--- src/design/bole_pkg.sv ---
`timescale 1ns / 1ps
// Package for the bounded ordered list engine.
// Holds the command, status, state and cell control types and the default capacity.
// It depends on nothing else.
package bole_pkg;

  localparam int DEFAULT_CAPACITY = 16;

  localparam int VALUE_W    = 32;
  localparam int POSITION_W = 6;
  localparam int STATUS_W   = 2;
  localparam int INDEX_OUT_W  = 4;
  localparam int LENGTH_OUT_W = 5;

  typedef enum logic [2:0] {
    CMD_INS_HEAD = 3'd0,
    CMD_INS_TAIL = 3'd1,
    CMD_INS_POS  = 3'd2,
    CMD_RM_HEAD  = 3'd3,
    CMD_RM_TAIL  = 3'd4,
    CMD_RM_POS   = 3'd5,
    CMD_SEARCH   = 3'd6,
    CMD_CLEAR    = 3'd7
  } cmd_t;

  typedef enum logic [1:0] {
    STAT_DONE  = 2'd0,
    STAT_FULL  = 2'd1,
    STAT_EMPTY = 2'd2,
    STAT_MISS  = 2'd3
  } status_t;

  typedef enum logic {
    ST_IDLE = 1'b0,
    ST_SCAN = 1'b1
  } state_t;

  // What every cell of the row does on a clock edge.
  typedef enum logic [2:0] {
    CELL_HOLD      = 3'd0,
    CELL_INSERT    = 3'd1,
    CELL_REMOVE    = 3'd2,
    CELL_COMPARE   = 3'd3,
    CELL_SHIFT_HIT = 3'd4
  } cell_op_t;

  typedef struct packed {
    cell_op_t                   op;
    logic signed [VALUE_W-1:0]  value;
  } cell_ctl_t;

endpackage

--- src/design/bole_ifs.sv ---
`timescale 1ns / 1ps
// Valid/ready channel interfaces for the bounded ordered list engine.
// Depends on bole_pkg for the field widths.
interface bole_cmd_if;
  logic                                      valid;
  logic                                      ready;
  logic [2:0]                                cmd;
  logic signed [bole_pkg::VALUE_W-1:0]       value;
  logic signed [bole_pkg::POSITION_W-1:0]    position;

  modport source (output valid, output cmd, output value, output position, input ready);
  modport sink   (input valid, input cmd, input value, input position, output ready);
endinterface

interface bole_rsp_if;
  logic                                      valid;
  logic                                      ready;
  logic [bole_pkg::STATUS_W-1:0]             status;
  logic                                      found;
  logic [bole_pkg::INDEX_OUT_W-1:0]          found_index;
  logic [bole_pkg::LENGTH_OUT_W-1:0]         length;

  modport source (output valid, output status, output found, output found_index,
                  output length, input ready);
  modport sink   (input valid, input status, input found, input found_index,
                  input length, output ready);
endinterface

--- src/design/bole_cell.sv ---
`timescale 1ns / 1ps
// One cell of the list row: holds one entry and its search hit flag.
// Depends on bole_pkg for the cell control struct.
module bole_cell #(
  parameter int INDEX = 0,
  parameter int CNT_W = 5
) (
  input  logic                                 clk,
  input  logic                                 rst_n,
  input  bole_pkg::cell_ctl_t                  ctl,
  input  logic [CNT_W-1:0]                     at,
  input  logic [CNT_W-1:0]                     count,
  input  logic signed [bole_pkg::VALUE_W-1:0]  prev_data,
  input  logic signed [bole_pkg::VALUE_W-1:0]  next_data,
  input  logic                                 next_hit,
  output logic signed [bole_pkg::VALUE_W-1:0]  data,
  output logic                                 hit
);

  localparam logic [CNT_W-1:0] MY_IDX = CNT_W'(INDEX);

  logic signed [bole_pkg::VALUE_W-1:0] data_r, data_nxt;
  logic                                hit_r, hit_nxt;

  always_comb begin
    data_nxt = data_r;
    hit_nxt  = hit_r;
    unique case (ctl.op)
      bole_pkg::CELL_INSERT: begin
        // Cells behind the insertion point take their left neighbor's entry.
        if (MY_IDX > at) begin
          data_nxt = prev_data;
        end else if (MY_IDX == at) begin
          data_nxt = ctl.value;
        end
      end
      bole_pkg::CELL_REMOVE: begin
        if (MY_IDX >= at) begin
          data_nxt = next_data;
        end
      end
      bole_pkg::CELL_COMPARE: begin
        hit_nxt = (data_r == ctl.value) && (MY_IDX < count);
      end
      bole_pkg::CELL_SHIFT_HIT: begin
        hit_nxt = next_hit;
      end
      default: begin
      end
    endcase
  end

  always_ff @(posedge clk) begin
    data_r <= data_nxt;
  end

  always_ff @(posedge clk) begin
    if (!rst_n) begin
      hit_r <= 1'b0;
    end else begin
      hit_r <= hit_nxt;
    end
  end

  assign data = data_r;
  assign hit  = hit_r;

endmodule

--- src/design/bounded_ordered_list_engine_top.sv ---
`timescale 1ns / 1ps
// Bounded ordered list engine, top level. Depends on bole_pkg, bole_ifs and bole_cell.
// An insert, remove or clear word gives its result word in the cycle after it is taken;
// a search compares in all cells, then walks the hit flags one cell per cycle until a hit
// or the last live cell's flag reaches cell zero, and holds off new commands meanwhile.
// Throughput: one non-search command per cycle while the result side takes each word.
// Reset (synchronous, rst_n low) empties the list; entry contents are not cleared.
module bounded_ordered_list_engine_top #(
  parameter int LIST_CAPACITY = bole_pkg::DEFAULT_CAPACITY
) (
  input  logic       clk,
  input  logic       rst_n,
  bole_cmd_if.sink   in_cmd,
  bole_rsp_if.source out_rsp
);

  // Count width holds the capacity itself; comparisons against the position run
  // at a width that also holds the five magnitude bits of a positive position.
  localparam int CNT_W = $clog2(LIST_CAPACITY + 1);
  localparam int CMP_W = (CNT_W > bole_pkg::POSITION_W) ? CNT_W : bole_pkg::POSITION_W;
  localparam logic [CNT_W-1:0] CAP_CNT = CNT_W'(LIST_CAPACITY);

  // Control state.
  bole_pkg::state_t   state_r, state_nxt;
  logic [CNT_W-1:0]   count_r, count_nxt;
  logic [CNT_W-1:0]   scan_r, scan_nxt;

  // Result register. The next command gets in during the cycle in which the
  // current result word is taken; a result word that waits holds the input off.
  logic                             out_valid_r, out_valid_nxt;
  bole_pkg::status_t                out_status_r, out_status_nxt;
  logic                             out_found_r, out_found_nxt;
  logic [bole_pkg::INDEX_OUT_W-1:0] out_index_r, out_index_nxt;
  logic [bole_pkg::LENGTH_OUT_W-1:0] out_length_r, out_length_nxt;

  // Row of cells.
  bole_pkg::cell_ctl_t                 cell_ctl;
  logic [CNT_W-1:0]                    cell_at;
  logic signed [bole_pkg::VALUE_W-1:0] cell_data [LIST_CAPACITY];
  logic                                cell_hit  [LIST_CAPACITY];

  logic              in_take;
  logic              out_take;
  bole_pkg::cmd_t    cmd;
  logic              list_full;
  logic              list_empty;
  logic              pos_neg;
  logic [CMP_W-1:0]  pos_u;
  logic [CMP_W-1:0]  count_cmp;
  logic [CNT_W-1:0]  pos_cnt;
  logic              scan_last;

  assign out_take   = out_valid_r && out_rsp.ready;
  assign in_cmd.ready = (state_r == bole_pkg::ST_IDLE) && (!out_valid_r || out_rsp.ready);
  assign in_take    = in_cmd.valid && in_cmd.ready;

  assign cmd        = bole_pkg::cmd_t'(in_cmd.cmd);
  assign list_full  = (count_r >= CAP_CNT);
  assign list_empty = (count_r == '0);
  assign pos_neg    = in_cmd.position[bole_pkg::POSITION_W-1];
  assign pos_u      = CMP_W'(in_cmd.position[bole_pkg::POSITION_W-2:0]);
  assign count_cmp  = CMP_W'(count_r);
  // Only used where pos_u is at most the count, so it fits the count width.
  assign pos_cnt    = CNT_W'(pos_u);
  // The scan ends once the last live cell's hit flag has reached cell zero.
  assign scan_last  = ((CMP_W + 1)'(scan_r) + (CMP_W + 1)'(1)) >= (CMP_W + 1)'(count_r);

  // Next state.
  always_comb begin
    state_nxt = state_r;
    unique case (state_r)
      bole_pkg::ST_IDLE: begin
        if (in_take && (cmd == bole_pkg::CMD_SEARCH)) begin
          state_nxt = bole_pkg::ST_SCAN;
        end
      end
      bole_pkg::ST_SCAN: begin
        if (cell_hit[0] || scan_last) begin
          state_nxt = bole_pkg::ST_IDLE;
        end
      end
      default: begin
        state_nxt = bole_pkg::ST_IDLE;
      end
    endcase
  end

  // Outputs: cell commands, count update and the result word.
  always_comb begin
    cell_ctl.op    = bole_pkg::CELL_HOLD;
    cell_ctl.value = in_cmd.value;
    cell_at        = '0;
    count_nxt      = count_r;
    scan_nxt       = scan_r;
    out_valid_nxt  = out_valid_r && !out_take;
    out_status_nxt = out_status_r;
    out_found_nxt  = out_found_r;
    out_index_nxt  = out_index_r;
    out_length_nxt = out_length_r;

    unique case (state_r)
      bole_pkg::ST_IDLE: begin
        if (in_take) begin
          out_valid_nxt  = 1'b1;
          out_status_nxt = bole_pkg::STAT_DONE;
          out_found_nxt  = 1'b0;
          out_index_nxt  = '0;
          unique case (cmd)
            bole_pkg::CMD_INS_HEAD, bole_pkg::CMD_INS_TAIL, bole_pkg::CMD_INS_POS: begin
              if (list_full) begin
                out_status_nxt = bole_pkg::STAT_FULL;
              end else begin
                cell_ctl.op = bole_pkg::CELL_INSERT;
                count_nxt   = count_r + CNT_W'(1);
                if (cmd == bole_pkg::CMD_INS_TAIL) begin
                  cell_at = count_r;
                end else if (cmd == bole_pkg::CMD_INS_POS && !pos_neg && !list_empty
                             && pos_u != '0) begin
                  // A position past the end lands at the tail.
                  cell_at = (pos_u > count_cmp) ? count_r : pos_cnt;
                end else begin
                  cell_at = '0;
                end
              end
            end
            bole_pkg::CMD_RM_HEAD: begin
              if (list_empty) begin
                out_status_nxt = bole_pkg::STAT_EMPTY;
              end else begin
                cell_ctl.op = bole_pkg::CELL_REMOVE;
                cell_at     = '0;
                count_nxt   = count_r - CNT_W'(1);
              end
            end
            bole_pkg::CMD_RM_TAIL: begin
              if (list_empty) begin
                out_status_nxt = bole_pkg::STAT_EMPTY;
              end else begin
                count_nxt = count_r - CNT_W'(1);
              end
            end
            bole_pkg::CMD_RM_POS: begin
              if (list_empty) begin
                out_status_nxt = bole_pkg::STAT_EMPTY;
              end else if (pos_neg || pos_u >= count_cmp) begin
                out_status_nxt = bole_pkg::STAT_MISS;
              end else begin
                cell_ctl.op = bole_pkg::CELL_REMOVE;
                cell_at     = pos_cnt;
                count_nxt   = count_r - CNT_W'(1);
              end
            end
            bole_pkg::CMD_SEARCH: begin
              // Every cell compares at once; the result comes out of the scan.
              cell_ctl.op   = bole_pkg::CELL_COMPARE;
              out_valid_nxt = 1'b0;
              scan_nxt      = '0;
            end
            default: begin
              count_nxt = '0;
            end
          endcase
          out_length_nxt = bole_pkg::LENGTH_OUT_W'(count_nxt);
        end
      end
      bole_pkg::ST_SCAN: begin
        if (cell_hit[0]) begin
          out_valid_nxt  = 1'b1;
          out_status_nxt = bole_pkg::STAT_DONE;
          out_found_nxt  = 1'b1;
          out_index_nxt  = bole_pkg::INDEX_OUT_W'(scan_r);
          out_length_nxt = bole_pkg::LENGTH_OUT_W'(count_r);
        end else if (scan_last) begin
          out_valid_nxt  = 1'b1;
          out_status_nxt = bole_pkg::STAT_MISS;
          out_found_nxt  = 1'b0;
          out_index_nxt  = '0;
          out_length_nxt = bole_pkg::LENGTH_OUT_W'(count_r);
        end else begin
          cell_ctl.op = bole_pkg::CELL_SHIFT_HIT;
          scan_nxt    = scan_r + CNT_W'(1);
        end
      end
      default: begin
      end
    endcase
  end

  always_ff @(posedge clk) begin
    if (!rst_n) begin
      state_r     <= bole_pkg::ST_IDLE;
      count_r     <= '0;
      scan_r      <= '0;
      out_valid_r <= 1'b0;
    end else begin
      state_r     <= state_nxt;
      count_r     <= count_nxt;
      scan_r      <= scan_nxt;
      out_valid_r <= out_valid_nxt;
    end
  end

  always_ff @(posedge clk) begin
    out_status_r <= out_status_nxt;
    out_found_r  <= out_found_nxt;
    out_index_r  <= out_index_nxt;
    out_length_r <= out_length_nxt;
  end

  // The cell row. Each cell sees its two neighbors; the head sees the command value on its
  // left, and the tail sees its own entry and a clear hit flag on its right.
  for (genvar g = 0; g < LIST_CAPACITY; g++) begin : g_cell
    logic signed [bole_pkg::VALUE_W-1:0] prev_d;
    logic signed [bole_pkg::VALUE_W-1:0] next_d;
    logic                                next_h;

    if (g == 0) begin : g_head
      assign prev_d = in_cmd.value;
    end else begin : g_mid_prev
      assign prev_d = cell_data[g-1];
    end

    if (g == LIST_CAPACITY - 1) begin : g_tail
      assign next_d = cell_data[g];
      assign next_h = 1'b0;
    end else begin : g_mid_next
      assign next_d = cell_data[g+1];
      assign next_h = cell_hit[g+1];
    end

    bole_cell #(
      .INDEX (g),
      .CNT_W (CNT_W)
    ) u_cell (
      .clk       (clk),
      .rst_n     (rst_n),
      .ctl       (cell_ctl),
      .at        (cell_at),
      .count     (count_r),
      .prev_data (prev_d),
      .next_data (next_d),
      .next_hit  (next_h),
      .data      (cell_data[g]),
      .hit       (cell_hit[g])
    );
  end

  assign out_rsp.valid       = out_valid_r;
  assign out_rsp.status      = out_status_r;
  assign out_rsp.found       = out_found_r;
  assign out_rsp.found_index = out_index_r;
  assign out_rsp.length      = out_length_r;

  // The result register is always free while a search walks the row.
  a_scan_out_free : assert property (@(posedge clk) disable iff (!rst_n)
    (state_r == bole_pkg::ST_SCAN) |-> !out_valid_r)
    else $error("result pending during search scan");

  // The count never exceeds the capacity.
  a_count_bound : assert property (@(posedge clk) disable iff (!rst_n)
    count_r <= CAP_CNT)
    else $error("entry count beyond capacity");

  // Every non-search command gives its result in the next cycle.
  a_direct_result : assert property (@(posedge clk) disable iff (!rst_n)
    (in_take && cmd != bole_pkg::CMD_SEARCH) |=> out_valid_r)
    else $error("result missing after command");

  // A search always goes through the scan.
  a_search_scan : assert property (@(posedge clk) disable iff (!rst_n)
    (in_take && cmd == bole_pkg::CMD_SEARCH) |=> (state_r == bole_pkg::ST_SCAN))
    else $error("search did not start a scan");

  // A hit is only ever reported with a done status.
  a_found_done : assert property (@(posedge clk) disable iff (!rst_n)
    (out_valid_r && out_found_r) |-> (out_status_r == bole_pkg::STAT_DONE))
    else $error("search hit with bad status");

endmodule

--- src/flat_wrapper.sv ---
// flat-port wrapper written by rule: the top's interface ports become plain ports
module bounded_ordered_list_engine_top_flat 
#(
  parameter int LIST_CAPACITY = bole_pkg::DEFAULT_CAPACITY
)
  (clk, rst_n, in_cmd_valid, in_cmd_cmd, in_cmd_value, in_cmd_position, in_cmd_ready, out_rsp_valid, out_rsp_status, out_rsp_found, out_rsp_found_index, out_rsp_length, out_rsp_ready);
  bole_cmd_if in_cmd_i ();
  bole_rsp_if out_rsp_i ();
  input  logic clk;
  input  logic rst_n;
  input wire logic [$bits(in_cmd_i.valid)-1:0] in_cmd_valid;
  input wire logic [$bits(in_cmd_i.cmd)-1:0] in_cmd_cmd;
  input wire logic [$bits(in_cmd_i.value)-1:0] in_cmd_value;
  input wire logic [$bits(in_cmd_i.position)-1:0] in_cmd_position;
  output wire logic [$bits(in_cmd_i.ready)-1:0] in_cmd_ready;
  output wire logic [$bits(out_rsp_i.valid)-1:0] out_rsp_valid;
  output wire logic [$bits(out_rsp_i.status)-1:0] out_rsp_status;
  output wire logic [$bits(out_rsp_i.found)-1:0] out_rsp_found;
  output wire logic [$bits(out_rsp_i.found_index)-1:0] out_rsp_found_index;
  output wire logic [$bits(out_rsp_i.length)-1:0] out_rsp_length;
  input wire logic [$bits(out_rsp_i.ready)-1:0] out_rsp_ready;
  assign in_cmd_i.valid = in_cmd_valid;
  assign in_cmd_i.cmd = in_cmd_cmd;
  assign in_cmd_i.value = in_cmd_value;
  assign in_cmd_i.position = in_cmd_position;
  assign in_cmd_ready = in_cmd_i.ready;
  assign out_rsp_valid = out_rsp_i.valid;
  assign out_rsp_status = out_rsp_i.status;
  assign out_rsp_found = out_rsp_i.found;
  assign out_rsp_found_index = out_rsp_i.found_index;
  assign out_rsp_length = out_rsp_i.length;
  assign out_rsp_i.ready = out_rsp_ready;
  bounded_ordered_list_engine_top #(.LIST_CAPACITY(LIST_CAPACITY)) u_core (.clk(clk), .rst_n(rst_n), .in_cmd(in_cmd_i), .out_rsp(out_rsp_i));
endmodule
--- config.mk ---
export PLATFORM = sky130hd
export DESIGN_NAME = bounded_ordered_list_engine_top_flat
export DESIGN_NICKNAME = d
export VERILOG_FILES = /design/src/design/bole_pkg.sv /design/src/design/bole_ifs.sv /design/src/design/bole_cell.sv /design/src/design/bounded_ordered_list_engine_top.sv /design/src/flat_wrapper.sv
export SDC_FILE = /design/constraint.sdc
export NUM_CORES = 2
export LEC_CHECK = 0
export BUFFER_PORTS_ARGS = -buffer_cell sky130_fd_sc_hd__buf_2
export CAP_MARGIN = 20
export CORE_ASPECT_RATIO = 0.75
export CORE_MARGIN = 8
export CORE_UTILIZATION = 35
export CTS_CLUSTER_DIAMETER = 40
export CTS_CLUSTER_SIZE = 10
export DETAILED_ROUTE_END_ITERATION = 8
export PLACE_DENSITY = 0.6
export SLEW_MARGIN = 10
export SYNTH_ARGS = -nofsm -noshare
export SYNTH_HDL_FRONTEND = slang
export SYNTH_SLANG_ARGS = --single-unit
--- constraint.sdc ---
create_clock -name clk -period 12.2 [get_ports clk]
set_input_delay 3.66 -clock clk [delete_from_list [all_inputs] [get_ports clk]]
set_output_delay 3.66 -clock clk [all_outputs]
set_load 0.02 [all_outputs]
==> summary.md <==
| Metric | Value |
|---|---|
| Via-to-Cell Ratio | `6.02` |
| Crit share post-route | `0.651` |
| CP max stage delay | `0.78 ns` |
| DRT Pass-1 Iters | `7` |
| WS Path Type | `in2reg` |
| Power Density | `150 mW/mm^2` |
| Type of the tightest min-delay check | `reg2reg` |
| Seq/Total Area, Yosys | `0.468` |
| Post-synth ARST share | `0` |
| Fraction of layout cells with a size suffix above 1 | `0.109` |
| Row cnt | `100` |
| Die H | `289 um` |
| Total Wirelength | `127 mm` |
| Worst R2R Setup Slack | `6.06 ns` |
| Max-slew violations | `0` |
| Pre-CTS setup slack | `3.87 ns` |
| Critical path depth | `12` |
| Total Routing Usage GR | `0.220` |
| Setup TNS | `0 ns` |
| Layout area overhead | `13.9%` |
| Final HPWL from detailed placement | `89.0 mm` |
| Total core area | `0.0988 mm^2` |
| RR Startpoint | `u_core.count_r[4]$_SDFFE_PN0P_` |
| Max-Cap Viols | `0` |
| Crit path max-delay family | `buffers and inverters` |
| Max rail drop VDD | `0.110 mV` |
| Top Ports | `59` |
| Worst Clk Skew | `0.0471 ns` |
| Die width | `380 um` |
| Slowest CP cell | `buf_4` |
| CP required | `12.72 ns` |
| Synth unique cells | `80` |
| Worst setup margin | `4.26 ns` |
| RSZ-0062 raised after global routing | `no` |
| Run status | `completed` |
| Final net count | `3,628` |
| GRT overflow | `0` |
| Crit-path max FO | `241` |
| TritonCTS Buffers | `102` |
| CP Cell Sequence | `buf_2 > ha_1 > nor2b_1 > o31a_1 > o41ai_1 > a22oi_1 > a2111oi_2 > buf_12 > buf_4 > buf_4 > nand2_1 > a32oi_1` |
| R2R depth | `12` |
| Leakage power | `13.4 nW` |
| Initial antenna violation count | `8` |
| Commonest non-fill, non-tap cell in the layout | `nand2_1` |
| Clock Root Buffer | `clkbuf_16` |
| Min Hold Slack | `0.491 ns` |
| # resized after CTS | `0` |
| Worst Max-Slew Pin Slew | `1.21 ns` |
| EDFF count, synth | `524` |
| Starting Density | `0.352` |
| Relative slew slack | `0.194` |
| Largest net degree at the start of global routing | `242` |
| Mapped cell area | `0.0348 mm^2` |
| Synthesis-stage register bit count | `552` |
| Setup Buffers After CTS | `0` |
| DR DRC count | `0` |
| Post-Syn Instances | `3,671` |
| Crit path arrival time | `8.46 ns` |
| Commonest cells after routing, fill and taps aside | `600 x nand2_1, 524 x edfxtp_1, 302 x nor2_1, 301 x xor2_1, 215 x xnor2_1` |
| Die area | `0.110 mm^2` |
| Minimum clock period | `7.94 ns` |
| # clock sinks | `552` |
| Clock Latency Late Sink | `0.69 ns` |
| Syn Area/Cell | `9.48 um^2` |
| Routability cong. | `0.920` |
| Hold endpoint | `u_core.scan_r[4]$_SDFFE_PN0P_` |
| Worst Hold Depth | `2` |
| I/O Buffers | `58` |
| Max frequency | `126 MHz` |
| Worst hold start | `u_core.scan_r[4]$_SDFFE_PN0P_` |
| CTS clk-pin slew, worst paths | `0.06 ns` |
| Buf+Inv Stages, Crit Path | `4` |
| Final hold viol count | `0` |
| Worst setup EP type | `register` |
| Number of global-route vias before repair | `28,197` |
| YS warnings | `0` |
| Iter 0 DRT Violations | `4,355` |
| Critical Path Most Common Cell | `buf_4` |
| First-pass GRT wire length | `187 mm` |
| Main synth FF type | `edfxtp_1` |
| Synthesized Nets | `3,731` |
| DRT antenna net count | `0` |
| Worst setup path start | `in_cmd_position[1]` |
| Wire per inst | `25.6 um` |
| H-tree depth | `3` |
| # setup viols final | `0` |
| CTS tree | `built` |
| FF-to-FF End | `u_core.g_cell[9].u_cell.data[2]$_DFFE_PP_` |
| Max Root-Sink Buffers | `3` |
| Hold buffer count at CTS | `0` |
| Via Count | `29,987` |
| Startpoint Class | `input port` |
==> flip-flops by register name (all words and copies together) (netlist names) <==
name / flops
u_core.g_cell.u_cell.data: 512
u_core.g_cell.u_cell.hit: 16
u_core.count_r: 5
u_core.out_rsp.length: 5
u_core.scan_r: 5
u_core.out_rsp.found_index: 4
u_core.out_rsp.status: 2
u_core.out_rsp.found: 1
u_core.out_rsp.valid: 1
u_core.state_r: 1
==> cell type report <==
cell class / instances / area (um^2)
multi-input combinational: 2750 / 17200
antenna: 1 / 2.50
timing repair buffer: 145 / 1040
inverter: 17 / 63.8
tap: 1326 / 1660
clock inverter: 75 / 801
sequential: 552 / 16300
clock buffer: 115 / 2620
fill: 9764 / 59200
==> logic make-up (layout without fill, tap and decap cells) <==
kind of cell / after synthesis / in the layout / share of synthesized area
other: 0 / 1 / 0
multiplexers: 129 / 129 / 0.0383
flip-flops: 552 / 552 / 0.468
XOR/XNOR: 516 / 516 / 0.130
AND/OR/NAND/NOR: 1293 / 1293 / 0.165
buffers and inverters: 369 / 352 / 0.0435
adder cells (fa/ha/maj): 15 / 15 / 0.00539
AO/OA/AOI/OAI: 797 / 797 / 0.150
==> routing by layer <==
layer / share of wire / track usage / wire length (um)
met1: 0.42 / 0.309 / 53900
met2: 0.40 / 0.304 / 51400
met3: 0.14 / 0.0938 / 17700
met4: 0.031 / 0.0647 / 3910
met5: 0.0036 / 0.0251 / 456
==> per-stage QoR <==
| stage | util | total power [mW] | cells | area [um^2] |
|---|---|---|---|---|
| 6_report | 0.401 | 5.93 | 4981 | 39600 |
| 5_1_grt | 0.401 | 6.09 | 4981 | 39600 |
| 4_1_cts | 0.400 | 5.93 | 4975 | 39600 |
| 3_5_place_dp | 0.366 | 3.09 | 4785 | 36100 |
| 3_3_place_gp | 0.365 | 3.08 | 4782 | 36100 |
| 2_1_floorplan | - | 2.80 | 3671 | 34800 |
==> cells in the mapped netlist (7+ instances only) <==
master | count | area, um^2
nand2_1 | 601 | 2260
edfxtp_1 | 524 | 15700
nor2_1 | 310 | 1160
xor2_1 | 301 | 2640
xnor2_1 | 215 | 1880
a21oi_1 | 206 | 1030
clkbuf_1 | 201 | 754
a31oi_1 | 163 | 1020
o21ai_0 | 147 | 736
nand4_1 | 138 | 863
o211ai_1 | 98 | 736
mux2i_1 | 97 | 971
nor4_1 | 89 | 557
buf_2 | 71 | 355
buf_1 | 69 | 259
nand3_1 | 52 | 260
a32oi_1 | 34 | 298
nor3_1 | 32 | 160
dfxtp_1 | 28 | 561
mux2_2 | 25 | 282
or3_1 | 22 | 138
o311ai_0 | 19 | 166
o32ai_1 | 19 | 166
a211oi_1 | 17 | 128
ha_1 | 15 | 188
inv_1 | 14 | 52.6
o221a_2 | 14 | 158
o31ai_1 | 14 | 105
a221oi_1 | 13 | 114
buf_4 | 10 | 75.1
and2_1 | 9 | 56.3
mux2_1 | 7 | 78.8
nand2b_1 | 7 | 43.8
==> report_power, final <==
group	switching (mW)	leakage (nW)	internal, mW	total [mW]
Clock	1.06	1.65	1.79	2.85
Combinational	0.495	6.63	0.232	0.727
Sequential	0.122	5.08	2.24	2.36
==> worst max path at each step <==
stage | end | slack, ns
2_1_floorplan | u_core.g_cell[4].u_cell.data[0]$_DFFE_PP_ | 3.52
3_3_place_gp | u_core.g_cell[9].u_cell.data[15]$_DFFE_PP_ | 3.87
3_5_place_dp | u_core.g_cell[9].u_cell.data[2]$_DFFE_PP_ | 3.87
4_1_cts | in_cmd_ready | 4.31
5_1_grt | u_core.g_cell[9].u_cell.data[2]$_DFFE_PP_ | 4.15
6_report | u_core.g_cell[9].u_cell.data[2]$_DFFE_PP_ | 4.26
==> worst register-to-register path, cell delays in order, from the launching register on <==
cell and delay (ns):
dfxtp_1 0.76, clkinv_1 0.53, ha_1 0.46, a21oi_1 0.21, nand2b_1 0.13, o41ai_1 0.32, a22oi_1 0.14, a2111oi_2 0.47
buf_12 0.63, buf_4 1.15, buf_4 0.79, nand2_1 0.14, a32oi_1 0.24
Note: power is estimated with default switching activity, not from simulation.
